### src/hdl/change_notify_throttle_unit_macros.svh
// ---------------------------------------------------------------------------
// Assertion macros for the change-notification throttle
// Shared concurrent check wrappers, clocked on the rising edge.
// ---------------------------------------------------------------------------
`ifndef CHANGE_NOTIFY_THROTTLE_UNIT_MACROS_SVH
`define CHANGE_NOTIFY_THROTTLE_UNIT_MACROS_SVH

// consequent checked in the same cycle as the antecedent
`define CNT_ASSERT_SAME(lbl, clk, rst, ante, cons, msg) \
   lbl: assert property (@(posedge clk) disable iff (rst) (ante) |-> (cons)) \
      else $error(msg);

// consequent checked in the cycle after the antecedent
`define CNT_ASSERT_NEXT(lbl, clk, rst, ante, cons, msg) \
   lbl: assert property (@(posedge clk) disable iff (rst) (ante) |=> (cons)) \
      else $error(msg);

`endif

### src/hdl/cnt_pkg.sv
// ---------------------------------------------------------------------------
// Change-notification throttle package
// Types, register indexes and fixed constants shared by the block.
// ---------------------------------------------------------------------------
package cnt_pkg;

   localparam int SLOT_W  = 4;
   localparam int TIME_W  = 32;
   localparam int COUNT_W = 32;
   localparam int CSR_W   = 2;

   // smoothing window: lower edge and margin above the longest smoother
   localparam logic [TIME_W-1:0] WIN_LOW_US    = 32'd1000;
   localparam logic [TIME_W:0]   WIN_MARGIN_US = 33'd1100;

   // configuration register indexes
   localparam logic [CSR_W-1:0] CSR_MIN_INTERVAL = 2'd0;
   localparam logic [CSR_W-1:0] CSR_LONGEST_SMOO = 2'd1;
   localparam logic [CSR_W-1:0] CSR_SMOOTHERS    = 2'd2;

   // operation codes
   localparam logic OP_STORE   = 1'b0;
   localparam logic OP_PROCESS = 1'b1;

   typedef enum logic [4:0] {
      ST_IDLE   = 5'b00001,
      ST_SWEEP  = 5'b00010,
      ST_DRAIN  = 5'b00100,
      ST_DECIDE = 5'b01000,
      ST_RESULT = 5'b10000
   } state_type;

   typedef struct packed {
      logic [TIME_W-1:0] min_interval;
      logic [TIME_W-1:0] longest_smoothing;
      logic              smoothers;
   } cfg_type;

   // sequencer to decision logic
   typedef struct packed {
      logic              start;
      logic              changed;
      logic              commit;
      logic              touch;
      logic [TIME_W-1:0] now;
   } ctl_type;

   typedef struct packed {
      logic               fire;
      logic [TIME_W-1:0]  interval;
      logic [COUNT_W-1:0] count;
   } res_type;

endpackage

### src/hdl/cnt_serial_store.sv
// ---------------------------------------------------------------------------
// Serial store
// Latest and saved serial memories with a compare-and-copy sweep port.
// ---------------------------------------------------------------------------
module cnt_serial_store #(
   parameter int SLOTS       = 16,
   parameter int SERIAL_BITS = 32,
   parameter int AW          = (SLOTS > 1) ? $clog2(SLOTS) : 1
) (
   input  logic                   clock,
   input  logic                   reset,
   input  logic                   wr_en,
   input  logic [AW-1:0]          wr_addr,
   input  logic [SERIAL_BITS-1:0] wr_data,
   input  logic                   sweep_en,
   input  logic [AW-1:0]          sweep_addr,
   output logic                   changed
);

   logic [SERIAL_BITS-1:0] latest_mem [SLOTS];
   logic [SERIAL_BITS-1:0] saved_mem  [SLOTS];

   logic [SLOTS-1:0]       latest_vld_ff, latest_vld_in;
   logic [SLOTS-1:0]       saved_vld_ff, saved_vld_in;

   logic [SERIAL_BITS-1:0] lat_rd_ff, sav_rd_ff;
   logic                   lat_rv_ff, sav_rv_ff, lat_rv_in, sav_rv_in;
   logic                   rd_valid_ff, rd_valid_in;
   logic [AW-1:0]          rd_addr_ff;

   logic [SERIAL_BITS-1:0] lat_val, sav_val;

   // entries never written read as zero
   assign lat_val = lat_rv_ff ? lat_rd_ff : '0;
   assign sav_val = sav_rv_ff ? sav_rd_ff : '0;
   assign changed = rd_valid_ff && (lat_val != sav_val);

   // valid bits
   always_comb begin
      latest_vld_in = latest_vld_ff;
      saved_vld_in  = saved_vld_ff;
      if (wr_en) begin
         latest_vld_in[wr_addr] = 1'b1;
      end
      if (rd_valid_ff) begin
         saved_vld_in[rd_addr_ff] = 1'b1;
      end
      lat_rv_in   = latest_vld_ff[sweep_addr];
      sav_rv_in   = saved_vld_ff[sweep_addr];
      rd_valid_in = sweep_en;
   end

   always_ff @(posedge clock) begin
      if (reset) begin
         latest_vld_ff <= '0;
         saved_vld_ff  <= '0;
         rd_valid_ff   <= 1'b0;
      end else begin
         latest_vld_ff <= latest_vld_in;
         saved_vld_ff  <= saved_vld_in;
         rd_valid_ff   <= rd_valid_in;
      end
   end

   // latest serials: written by store transactions, read by the sweep
   always_ff @(posedge clock) begin
      if (wr_en) begin
         latest_mem[wr_addr] <= wr_data;
      end
      lat_rd_ff <= latest_mem[sweep_addr];
      lat_rv_ff <= lat_rv_in;
   end

   // saved serials: read by the sweep, copied back one slot behind
   always_ff @(posedge clock) begin
      if (rd_valid_ff) begin
         saved_mem[rd_addr_ff] <= lat_val;
      end
      sav_rd_ff  <= saved_mem[sweep_addr];
      sav_rv_ff  <= sav_rv_in;
      rd_addr_ff <= sweep_addr;
   end

endmodule

### src/hdl/cnt_fire_logic.sv
// ---------------------------------------------------------------------------
// Fire decision
// Time accumulator, smoothing window and fire/retry decision state.
// ---------------------------------------------------------------------------
`include "change_notify_throttle_unit_macros.svh"

module cnt_fire_logic (
   input  logic             clock,
   input  logic             reset,
   input  cnt_pkg::cfg_type cfg,
   input  cnt_pkg::ctl_type ctl,
   output cnt_pkg::res_type res
);

   localparam int TW = cnt_pkg::TIME_W;
   localparam int CW = cnt_pkg::COUNT_W;

   logic [TW-1:0] now_ff, acc_ff, lct_ff, lft_ff;
   logic [TW-1:0] now_in, acc_in, lct_in, lft_in;
   logic [CW-1:0] cnt_ff, cnt_in;
   logic          touch_ff, win_ff, pending_ff, extra_ff;
   logic          touch_in, win_in, pending_in, extra_in;

   logic [TW-1:0] since_fire, since_change;
   logic [TW:0]   acc_sum, win_hi;
   logic [TW-1:0] acc_sat;
   logic          win_now, recompute0, attempt, fire_ok;

   // start of a tick: accumulate and test the smoothing window
   always_comb begin
      since_fire   = ctl.now - lft_ff;
      acc_sum      = {1'b0, acc_ff} + {1'b0, since_fire};
      acc_sat      = acc_sum[TW] ? '1 : acc_sum[TW-1:0];
      since_change = ctl.now - lct_ff;
      win_hi       = {1'b0, cfg.longest_smoothing} + cnt_pkg::WIN_MARGIN_US;
      win_now      = (since_change >= cnt_pkg::WIN_LOW_US) &&
                     ({1'b0, since_change} <= win_hi);
   end

   // decision from the state left by the sweep; the count only moves on commit
   always_comb begin
      recompute0   = pending_ff | win_ff;
      attempt      = recompute0 | extra_ff | touch_ff;
      fire_ok      = attempt && (acc_ff >= cfg.min_interval);
      res.fire     = fire_ok;
      res.interval = fire_ok ? (now_ff - lft_ff) : '0;
      res.count    = cnt_ff + CW'(fire_ok && ctl.commit);
   end

   always_comb begin
      now_in     = now_ff;
      touch_in   = touch_ff;
      win_in     = win_ff;
      acc_in     = acc_ff;
      lct_in     = lct_ff;
      lft_in     = lft_ff;
      cnt_in     = cnt_ff;
      pending_in = pending_ff;
      extra_in   = extra_ff;
      if (ctl.start) begin
         now_in   = ctl.now;
         touch_in = ctl.touch;
         win_in   = win_now;
         acc_in   = acc_sat;
      end
      if (ctl.changed) begin
         pending_in = 1'b1;
         extra_in   = cfg.smoothers;
      end
      if (ctl.commit) begin
         if (fire_ok) begin
            if (pending_ff) begin
               lct_in = now_ff;
            end
            pending_in = 1'b0;
            acc_in     = '0;
            lft_in     = now_ff;
            cnt_in     = res.count;
         end
         // a held-back attempt is retried; a spent extra recompute clears
         priority if (attempt && !fire_ok) begin
            extra_in = 1'b1;
         end else if (!recompute0 && extra_ff) begin
            extra_in = 1'b0;
         end
      end
   end

   always_ff @(posedge clock) begin
      if (reset) begin
         acc_ff     <= '0;
         lct_ff     <= '0;
         lft_ff     <= '0;
         cnt_ff     <= '0;
         pending_ff <= 1'b0;
         extra_ff   <= 1'b0;
      end else begin
         acc_ff     <= acc_in;
         lct_ff     <= lct_in;
         lft_ff     <= lft_in;
         cnt_ff     <= cnt_in;
         pending_ff <= pending_in;
         extra_ff   <= extra_in;
      end
   end

   // tick payload
   always_ff @(posedge clock) begin
      now_ff   <= now_in;
      touch_ff <= touch_in;
      win_ff   <= win_in;
   end

   `CNT_ASSERT_NEXT(a_fire_counts, clock, reset, ctl.commit && fire_ok, cnt_ff == $past(cnt_ff) + CW'(1), "fire did not advance counter")
   `CNT_ASSERT_NEXT(a_fire_clears, clock, reset, ctl.commit && fire_ok, acc_ff == '0 && !pending_ff, "fire left accumulator or pending set")
   `CNT_ASSERT_NEXT(a_retry_armed, clock, reset, ctl.commit && attempt && !fire_ok, extra_ff, "held-back attempt not armed for retry")

endmodule

### src/hdl/change_notify_throttle_unit.sv
// ---------------------------------------------------------------------------
// Change-notification throttle
// Compares stored source serials on every tick and rate-limits fires.
// ---------------------------------------------------------------------------
//  channel  direction  tdata (low bit first)                    tuser
//  req_     in         slot, source_serial, update_time_us,     operation
//                      touch, zero fill
//  rsp_     out        fire_interval_us, fire_count             fire
//  csr_     in         csr_index selects register, csr_data     -
//
//  A store transaction steps through accept, then result load.
//  A process transaction steps through accept, one sweep step per slot
//  reading both serial memories, a drain step for the last read, one decision.
//  The serial memory read port sets the sweep rate: one slot per cycle.
//  A new request is accepted while a result waits; the decision and the
//  store result wait for the output register to free. Reset is synchronous,
//  active high; serial memories read as zero until written.
// ---------------------------------------------------------------------------
`include "change_notify_throttle_unit_macros.svh"

module change_notify_throttle_unit #(
   parameter int SLOTS       = 16,
   parameter int SERIAL_BITS = 32,
   localparam int REQ_W      = ((cnt_pkg::SLOT_W + SERIAL_BITS + cnt_pkg::TIME_W + 1 + 7)
                                / 8) * 8,
   localparam int RSP_W      = cnt_pkg::TIME_W + cnt_pkg::COUNT_W
) (
   input  logic                             clock,
   input  logic                             reset,
   // slot[3:0], source_serial, update_time_us, touch, zero fill
   input  logic [REQ_W-1:0]                 req_tdata,
   // operation
   input  logic                             req_tuser,
   input  logic                             req_tvalid,
   output logic                             req_tready,
   // fire_interval_us[31:0], fire_count[63:32]
   output logic [RSP_W-1:0]                 rsp_tdata,
   // fire
   output logic                             rsp_tuser,
   output logic                             rsp_tvalid,
   input  logic                             rsp_tready,
   input  logic [cnt_pkg::CSR_W-1:0]        csr_index,
   input  logic [cnt_pkg::TIME_W-1:0]       csr_data,
   input  logic                             csr_valid,
   output logic                             csr_ready
);

   localparam int TW    = cnt_pkg::TIME_W;
   localparam int SW    = cnt_pkg::SLOT_W;
   localparam int AW    = (SLOTS > 1) ? $clog2(SLOTS) : 1;
   localparam int SER_LO = SW;
   localparam int NOW_LO = SW + SERIAL_BITS;
   localparam int TCH_B  = SW + SERIAL_BITS + TW;

   cnt_pkg::state_type state_ff, state_in;
   cnt_pkg::cfg_type   cfg_ff, cfg_in;
   cnt_pkg::ctl_type   ctl;
   cnt_pkg::res_type   res;

   logic [AW-1:0]      sweep_ff, sweep_in;
   logic               sweep_last;
   logic               req_acc, out_free, load_dec, load_store;
   logic               store_en, changed;
   logic [SW-1:0]      req_slot;

   logic               rsp_valid_ff, rsp_valid_in;
   cnt_pkg::res_type   rsp_ff, rsp_in;

   assign req_slot   = req_tdata[SW-1:0];
   assign req_tready = (state_ff == cnt_pkg::ST_IDLE);
   assign req_acc    = req_tvalid && req_tready;
   assign out_free   = !rsp_valid_ff || rsp_tready;
   assign sweep_last = (sweep_ff == AW'(SLOTS - 1));
   assign csr_ready  = 1'b1;

   // stores outside the slot range are dropped
   assign store_en = req_acc && (req_tuser == cnt_pkg::OP_STORE) &&
                     (32'(req_slot) < SLOTS);

   // configuration registers
   always_comb begin
      cfg_in = cfg_ff;
      if (csr_valid) begin
         unique case (csr_index)
            cnt_pkg::CSR_MIN_INTERVAL: cfg_in.min_interval      = csr_data;
            cnt_pkg::CSR_LONGEST_SMOO: cfg_in.longest_smoothing = csr_data;
            cnt_pkg::CSR_SMOOTHERS:    cfg_in.smoothers         = csr_data[0];
            default:                   cfg_in = cfg_ff;
         endcase
      end
   end

   // sequencer
   always_comb begin
      state_in   = state_ff;
      sweep_in   = sweep_ff;
      load_dec   = 1'b0;
      load_store = 1'b0;
      unique case (state_ff)
         cnt_pkg::ST_IDLE: begin
            sweep_in = '0;
            if (req_acc) begin
               state_in = (req_tuser == cnt_pkg::OP_PROCESS) ?
                          cnt_pkg::ST_SWEEP : cnt_pkg::ST_RESULT;
            end
         end
         cnt_pkg::ST_SWEEP: begin
            sweep_in = sweep_ff + AW'(1);
            if (sweep_last) begin
               state_in = cnt_pkg::ST_DRAIN;
            end
         end
         cnt_pkg::ST_DRAIN: begin
            state_in = cnt_pkg::ST_DECIDE;
         end
         cnt_pkg::ST_DECIDE: begin
            if (out_free) begin
               load_dec = 1'b1;
               state_in = cnt_pkg::ST_IDLE;
            end
         end
         cnt_pkg::ST_RESULT: begin
            if (out_free) begin
               load_store = 1'b1;
               state_in   = cnt_pkg::ST_IDLE;
            end
         end
         default: state_in = cnt_pkg::ST_IDLE;
      endcase
   end

   always_comb begin
      ctl.start   = req_acc && (req_tuser == cnt_pkg::OP_PROCESS);
      ctl.changed = changed;
      ctl.commit  = load_dec;
      ctl.touch   = req_tdata[TCH_B];
      ctl.now     = req_tdata[NOW_LO +: TW];
   end

   // output register
   always_comb begin
      rsp_valid_in = rsp_valid_ff && !rsp_tready;
      rsp_in       = rsp_ff;
      if (load_dec) begin
         rsp_valid_in = 1'b1;
         rsp_in       = res;
      end else if (load_store) begin
         rsp_valid_in    = 1'b1;
         rsp_in.fire     = 1'b0;
         rsp_in.interval = '0;
         rsp_in.count    = res.count;
      end
   end

   always_ff @(posedge clock) begin
      if (reset) begin
         state_ff     <= cnt_pkg::ST_IDLE;
         sweep_ff     <= '0;
         cfg_ff       <= '0;
         rsp_valid_ff <= 1'b0;
      end else begin
         state_ff     <= state_in;
         sweep_ff     <= sweep_in;
         cfg_ff       <= cfg_in;
         rsp_valid_ff <= rsp_valid_in;
      end
   end

   always_ff @(posedge clock) begin
      rsp_ff <= rsp_in;
   end

   assign rsp_tvalid = rsp_valid_ff;
   assign rsp_tuser  = rsp_ff.fire;
   assign rsp_tdata  = {rsp_ff.count, rsp_ff.interval};

   cnt_serial_store #(
      .SLOTS       (SLOTS),
      .SERIAL_BITS (SERIAL_BITS),
      .AW          (AW)
   ) u_store (
      .clock      (clock),
      .reset      (reset),
      .wr_en      (store_en),
      .wr_addr    (AW'(req_slot)),
      .wr_data    (req_tdata[SER_LO +: SERIAL_BITS]),
      .sweep_en   (state_ff == cnt_pkg::ST_SWEEP),
      .sweep_addr (sweep_ff),
      .changed    (changed)
   );

   cnt_fire_logic u_fire (
      .clock (clock),
      .reset (reset),
      .cfg   (cfg_ff),
      .ctl   (ctl),
      .res   (res)
   );

   `CNT_ASSERT_NEXT(a_sweep_steps, clock, reset, state_ff == cnt_pkg::ST_SWEEP && !sweep_last, state_ff == cnt_pkg::ST_SWEEP && sweep_ff == AW'($past(sweep_ff) + AW'(1)), "sweep did not step one slot")
   `CNT_ASSERT_SAME(a_no_change_idle, clock, reset, changed, state_ff == cnt_pkg::ST_SWEEP || state_ff == cnt_pkg::ST_DRAIN, "serial change reported outside the sweep")
   `CNT_ASSERT_NEXT(a_load_sets_valid, clock, reset, load_dec || load_store, rsp_valid_ff && state_ff == cnt_pkg::ST_IDLE, "result load did not reach the output")

endmodule
### config.mk
export PLATFORM = sky130hd
export DESIGN_NAME = change_notify_throttle_unit
export DESIGN_NICKNAME = d
export VERILOG_FILES = /design/src/hdl/cnt_pkg.sv /design/src/hdl/cnt_serial_store.sv /design/src/hdl/cnt_fire_logic.sv /design/src/hdl/change_notify_throttle_unit.sv
export VERILOG_INCLUDE_DIRS = /design/src /design/src/hdl
export SDC_FILE = /design/constraint.sdc
export NUM_CORES = 2
export LEC_CHECK = 0
export ABC_AREA = 1
export BUFFER_PORTS_ARGS = -buffer_cell sky130_fd_sc_hd__buf_2
export CAP_MARGIN = 20
export CORE_MARGIN = 3
export CORE_UTILIZATION = 35
export DETAILED_ROUTE_END_ITERATION = 7
export PLACE_DENSITY_LB_ADDON = 0.08
export SYNTH_ARGS = -nofsm -noshare
export SYNTH_HDL_FRONTEND = slang
export SYNTH_SLANG_ARGS = --single-unit
### constraint.sdc
create_clock -name clock -period 6.2 [get_ports clock]
set_clock_uncertainty 0.05 [all_clocks]
set_input_delay 0.93 -clock clock [delete_from_list [all_inputs] [get_ports clock]]
set_output_delay 0.93 -clock clock [all_outputs]
set_load 0.01 [all_outputs]
### Word level (Yosys, flattened, before mapping)

Memory sizes are Yosys's and may differ from the RTL's. A register that Yosys moved wholly into a read port is not among the register bits.
Index checks and enable logic that the tools add are counted.

* register bits: 343
* bits in writable memories: 1024
* output and inout port bits: 68
* logic and storage cells: 125
* memories kept: 2

* add/subtract/negate cells: 7
* $lt $le $gt $ge: 8
* eq/ne operators: 12
* multiplexer cells: 39
* bitwise gates (word level): 6
* reductions and logical operators: 27

Memory list
* u_store.latest_mem: depth 16, width 32, rd ports 1, clocked after Yosys merged registers in 1, wr ports 1, RTL line cnt_serial_store.sv:20 `logic [SERIAL_BITS-1:0] latest_mem [SLOTS];`
* u_store.saved_mem: depth 16, width 32, rd ports 1, clocked after Yosys merged registers in 1, wr ports 1, RTL line cnt_serial_store.sv:21 `logic [SERIAL_BITS-1:0] saved_mem [SLOTS];`

Operators by type and width (number)
* $mux 32: 7
* $mux 65: 2
* $sub 32x32->32: 3
* $add 32x11->33 const B: 1
* $add 32x32->33: 1
* $le 32x33->1: 1
* $add 32x1->32: 1
* $ge 32x10->1 const B: 1
* $ge 32x32->1: 1
* $ne 32x32->1: 1
* $or 16x16->16: 2
* $mux 1: 20
* $mux 5: 4
* $pmux 5 s4: 1
* $lt 4x5->1 const B: 3
* $logic_and 1x1->1: 12
* $bmux 1 s4: 2
* $demux 1 s4: 2
* $ge 4x1->1 const B: 2
* $pmux 4 s2: 1
* $reduce_and 2->1: 4
* $reduce_and 3->1: 2
* $eq 5x1->1 const B: 1
* $eq 5x2->1 const B: 1
* 16 further kinds: 23

### Logic depth before layout (Yosys ltp)

* depth after elaboration: 8
* gate-level depth with buffers: 27
* gate-level depth less buffers: 27

### Cells and area by module

From an unflattened synthesis, not the netlist that was laid out.

* cells, all modules: 6413
* area total of the unflattened synthesis: 65584.2 um^2

By module, submodules not included
* cnt_serial_store: instances 1, cells each 3230, area each 43355.3 um^2, sequential area each 32811.5 um^2
* cnt_fire_logic: instances 1, cells each 2673, area each 16908.7 um^2, sequential area each 3623.5 um^2
* change_notify_throttle_unit: instances 1, cells each 510, area each 5320.1 um^2, sequential area each 3453.3 um^2

### Worst setup path before layout

Ideal clock, no wire load.

* kind: input-to-reg
* from: input rsp_tready
* to: register rsp_ff (netlist bit rsp_tdata[0]) (enable)
* setup time: 0.509 ns
* data arrival time: 4.197 ns
* required time: 5.641 ns
* path slack: 1.444 ns
* stages on the path: 2
* cells stage by stage: nor2_1 > a21oi_1

* cells in the longest elaborated chain, start to end: 4
* elaborated cells on any way between the ends: 5

RTL lines
* start: declaration: RTL line change_notify_throttle_unit.sv:41 `input logic rsp_tready,`
* $logic_or 1x1->1 *: RTL line change_notify_throttle_unit.sv:72 `assign out_free = !rsp_valid_ff || rsp_tready;`
* $mux 1 *: RTL line change_notify_throttle_unit.sv:117, change_notify_throttle_unit.sv:123
* $mux 1: RTL line change_notify_throttle_unit.sv:99 `unique case (state_ff)`
* $reduce_bool 2->1 (no line) *
* end signal: assignment: RTL line change_notify_throttle_unit.sv:170 `rsp_ff <= rsp_in;`
* end: declaration: RTL line change_notify_throttle_unit.sv:67 `cnt_pkg::res_type rsp_ff, rsp_in;`

Every way passes the cells marked *; elsewhere a longest branch is shown, timed or not.
A chain may end at the register's enable or synchronous reset.

### Worst setup path in the final report

* from: register u_fire.lft_ff[1]
* to: register u_fire.acc_ff[25]

* cells in the longest elaborated chain, start to end: 6

RTL lines
* start: declaration: RTL line cnt_fire_logic.sv:18 `logic [TW-1:0] now_ff, acc_ff, lct_ff, lft_ff;`
* start signal: assignment: RTL line cnt_fire_logic.sv:100 `lft_ff <= lft_in;`
* $sub 32x32->32 *: RTL line cnt_fire_logic.sv:31 `since_fire = ctl.now - lft_ff;`
* $add 32x32->33 *: RTL line cnt_fire_logic.sv:32 `acc_sum = {1'b0, acc_ff} + {1'b0, since_fire};`
* $mux 32 *: RTL line cnt_fire_logic.sv:33 `acc_sat = acc_sum[TW] ? '1 : acc_sum[TW-1:0];`
* $mux 32 *: RTL line cnt_fire_logic.sv:60 `if (ctl.start) begin`
* $mux 32: RTL line cnt_fire_logic.sv:71 `if (fire_ok) begin`
* $mux 32 *: RTL line cnt_fire_logic.sv:70 `if (ctl.commit) begin`
* end signal: assignment: RTL line cnt_fire_logic.sv:98 `acc_ff <= acc_in;`
* end: declaration: RTL line cnt_fire_logic.sv:18

Marks and branches as above.

==> impl_metrics.py <==
metrics = {
    "sta": {
        "tightest_slew_ns": 1.03,
        "fmax_mhz": 217,
        "rsz0062_at_grt": "false",
        "relSlewSlack": 0.312,
        "period_share": 0.742,
        "slew_violations": 0,
        "hold-worst-slack_ns": 0.298,
        "period_minus_slack_ns": 4.60,
        "final-setup-viol-count": 0,
        "hold_viol": 0,
        "worst_slack_ns": 1.60,
        "fin_tns_setup_ns": 0,
    },
    "placement": {
        "dp_cells": 8618,
        "place_ws_ns": 1.02,
        "placed_area_mm2": 0.0692,
        "gp_congestion": 0.882,
        "dpl.hpwl_mm": 118,
        "io_buffers": 175,
    },
    "critical_path": {
        "crit_buf_inv": 2,
        "cp.arrival_ns": 5.20,
        "crit_chain": "inv_1, ha_1, nand3_1, nand2_1, a21boi_0, o21bai_1, a21boi_0, o21ai_0, nand2_1, nand2_1, xor2_1, ha_1, a21o_1, a31oi_1, o21ai_0, o21bai_4, nand2_2, nand2_4, inv_1, nand2_1, nor2_1, nor2_1",
        "slowest_delay_ns": 0.37,
        "cp.depth": 22,
        "crit_path_end_kind": "flop",
        "crit_family": "compound AO/OA/AOI/OAI gates",
        "crit_path_max_fanout": 28,
        "crit_top_cell": "nand2_1",
        "reg2reg_depth": 22,
        "critPathRequiredTime_ns": 6.80,
        "path_class": "flop to flop",
        "critPathLaunch": "u_fire.lft_ff[1]",
        "cpMaxStageDelayCell": "o21bai_1",
        "worstSetupStartpointType": "flop",
        "reg2reg_from": "u_fire.lft_ff[1]",
    },
    "clock_network": {
        "h-tree-depth": 4,
        "cts_tree": "yes",
        "hold_buffers": 0,
        "path_clk_slew_ns": 0.06,
        "clock-sinks": 1431,
        "clk_path_buf_depth": 3,
        "cts_made_buffers": 162,
        "insertion_delay_ns": 0.80,
        "cts_setup_buffers": 0,
        "root_buffer": "clkbuf_16",
        "cts-resized-gates": 0,
    },
    "layout": {
        "fin_cells": 8924,
        "fillers": 18000,
        "layout_commonest_cell": "edfxtp_1",
        "multi_input_area_mm2": 0.0218,
        "fin_nets": 6614,
        "drive_gt1_frac": 0.0868,
        "area_growth_pct": 14.0,
        "final_cell_mix": "edfxtp_1 (1123), nand2_1 (867), inv_1 (768)",
        "seq_area_mm2": 0.0399,
        "utilization": 0.402,
        "stdcell_area_mm2": 0.0745,
    },
    "pwr": {
        "leakagePower_nw": 27.4,
        "peakVddDrop_mv": 0.224,
        "p_per_area_mw_per_mm2": 293,
        "power.total_mw": 21.8,
    },
    "logic_synthesis": {
        "syn-num-nets": 6467,
        "synthFlopType": "edfxtp_1",
        "syn_inst": 6155,
        "synth-edff-count": 1123,
        "yosysWarnings": 0,
        "yosysSeqAreaShare": 0.610,
        "yosys_register_bits": 1431,
        "synth_area_mm2": 0.0654,
        "synth_cell_type_count": 58,
        "avgSynthCellArea_um2": 10.6,
        "async_flop_share": 0,
    },
    "routing": {
        "dr_total_vias": 44100,
        "drt-initial-drc-count": 2688,
        "drt-total-wl_mm": 189,
        "drtPass1Iterations": 7,
        "wire_per_inst_um": 21.2,
        "via_per_inst": 4.94,
        "drc": 0,
        "antenna_left": 0,
    },
    "grt": {
        "antenna_found_initial": 17,
        "gr-total-overflow": 0,
        "track_usage": 0.194,
        "grt_pass1_wl_mm": 281,
        "grt_pass1_vias": 42900,
        "grt_max_degree": 168,
    },
    "floorplanning": {
        "initial_core_util": 0.352,
        "die_h_um": 438,
        "row_count": 158,
        "ios": 180,
        "core_area_mm2": 0.186,
        "fp.dieW_um": 438,
        "die_area_mm2": 0.192,
    },
    "outcome": {
        "outcome": "finished, final reports clean",
    },
    "min_path": {
        "min_from": "req_tdata[36]",
        "holdPathStages": 1,
        "hold_path.class": "input port to flop",
    },
    "run": {
        "drv_cap": 0,
    },
}
where the power goes:
group / switching (mW) / internal (mW)
logic: 1.19 / 0.586
clock network: 4.02 / 5.49
registers: 0.112 / 10.4
cells by family (layout without fill, tap and decap cells):
family / Yosys count / count (layout) / share of synthesized area
AOI/OAI and AO/OA: 1380 / 1380 / 0.120
DFF: 1431 / 1431 / 0.610
buffers and inverters: 1032 / 1318 / 0.0607
muxes: 264 / 264 / 0.0404
xor gates and xnor gates: 164 / 164 / 0.0220
and+or+nand+nor: 1683 / 1683 / 0.108
adders and majority gates: 200 / 200 / 0.0387
other: 1 / 4 / 0.0000573
layout make-up:
| class | instances | area share |
|---|---|---|
| inverters | 775 | 0.0392 |
| flip-flops and latches | 1431 | 0.535 |
| repair buffers | 240 | 0.0201 |
| clock buffers | 235 | 0.0618 |
| well taps | 2480 | 0.0416 |
| diodes | 3 | 0.000101 |
| multi-input cells | 3692 | 0.293 |
| clock inverters | 68 | 0.00920 |
metal layers:
layer / share of wire / track usage / up-vias / wire length (um)
met3: 0.035 / 0.0272 / 242 / 6670
met1: 0.45 / 0.251 / 21300 / 84200
met5: 0.00030 / 0 / - / 57
met4: 0.022 / 0.0480 / 8 / 4070
li1: - / - / 21800 / -
met2: 0.50 / 0.341 / 746 / 94100
cells in the mapped netlist (5+ instances only):
library cell  number  area (um^2)
ha_1             196         2450
mux2i_1          264         2640
nand2_2            7         43.8
nand3_1          186          931
xor2_1           130         1140
dfxtp_1          308         6170
o21ai_0          494         2470
or2_2              5         31.3
o21ai_1           12         60.1
a21o_1            20          150
nor3_1            68          340
nor4_1            21          131
nand2_1          867         3250
a21boi_0           8         60.1
o221ai_1           6         52.6
a31oi_1           16          100
nand3_2            6         60.1
nand3b_1          15          113
o21bai_1           9         67.6
o211ai_1         281         2110
buf_1             13         48.8
xnor2_1           34          298
a21oi_1          500         2500
o21a_1            17          128
nand4_1           34          213
buf_2             54          270
clkbuf_1         186          698
edfxtp_1        1123        33700
nor2_1           445         1670
inv_1            772         2900
worst paths after layout:
path                                     to  slack (ns)
hold / removal             u_fire.now_ff[0]        0.30
hold reg to reg   u_store.latest_vld_ff[14]        0.41
setup reg to reg          u_fire.acc_ff[25]        1.60
setup / recovery          u_fire.acc_ff[25]        1.60
flip-flops by register name, indices dropped and copies added (netlist names), 16 cells and up:
signal                 cells
cfg_ff                    65
rsp_tdata                 64
u_fire.acc_ff             32
u_fire.cnt_ff             32
u_fire.lct_ff             32
u_fire.lft_ff             32
u_fire.now_ff             32
u_store.lat_rd_ff         32
u_store.latest_mem       512
u_store.latest_vld_ff     16
u_store.sav_rd_ff         32
u_store.saved_mem        512
u_store.saved_vld_ff      16
Note: power is estimated with default switching activity, not from simulation.
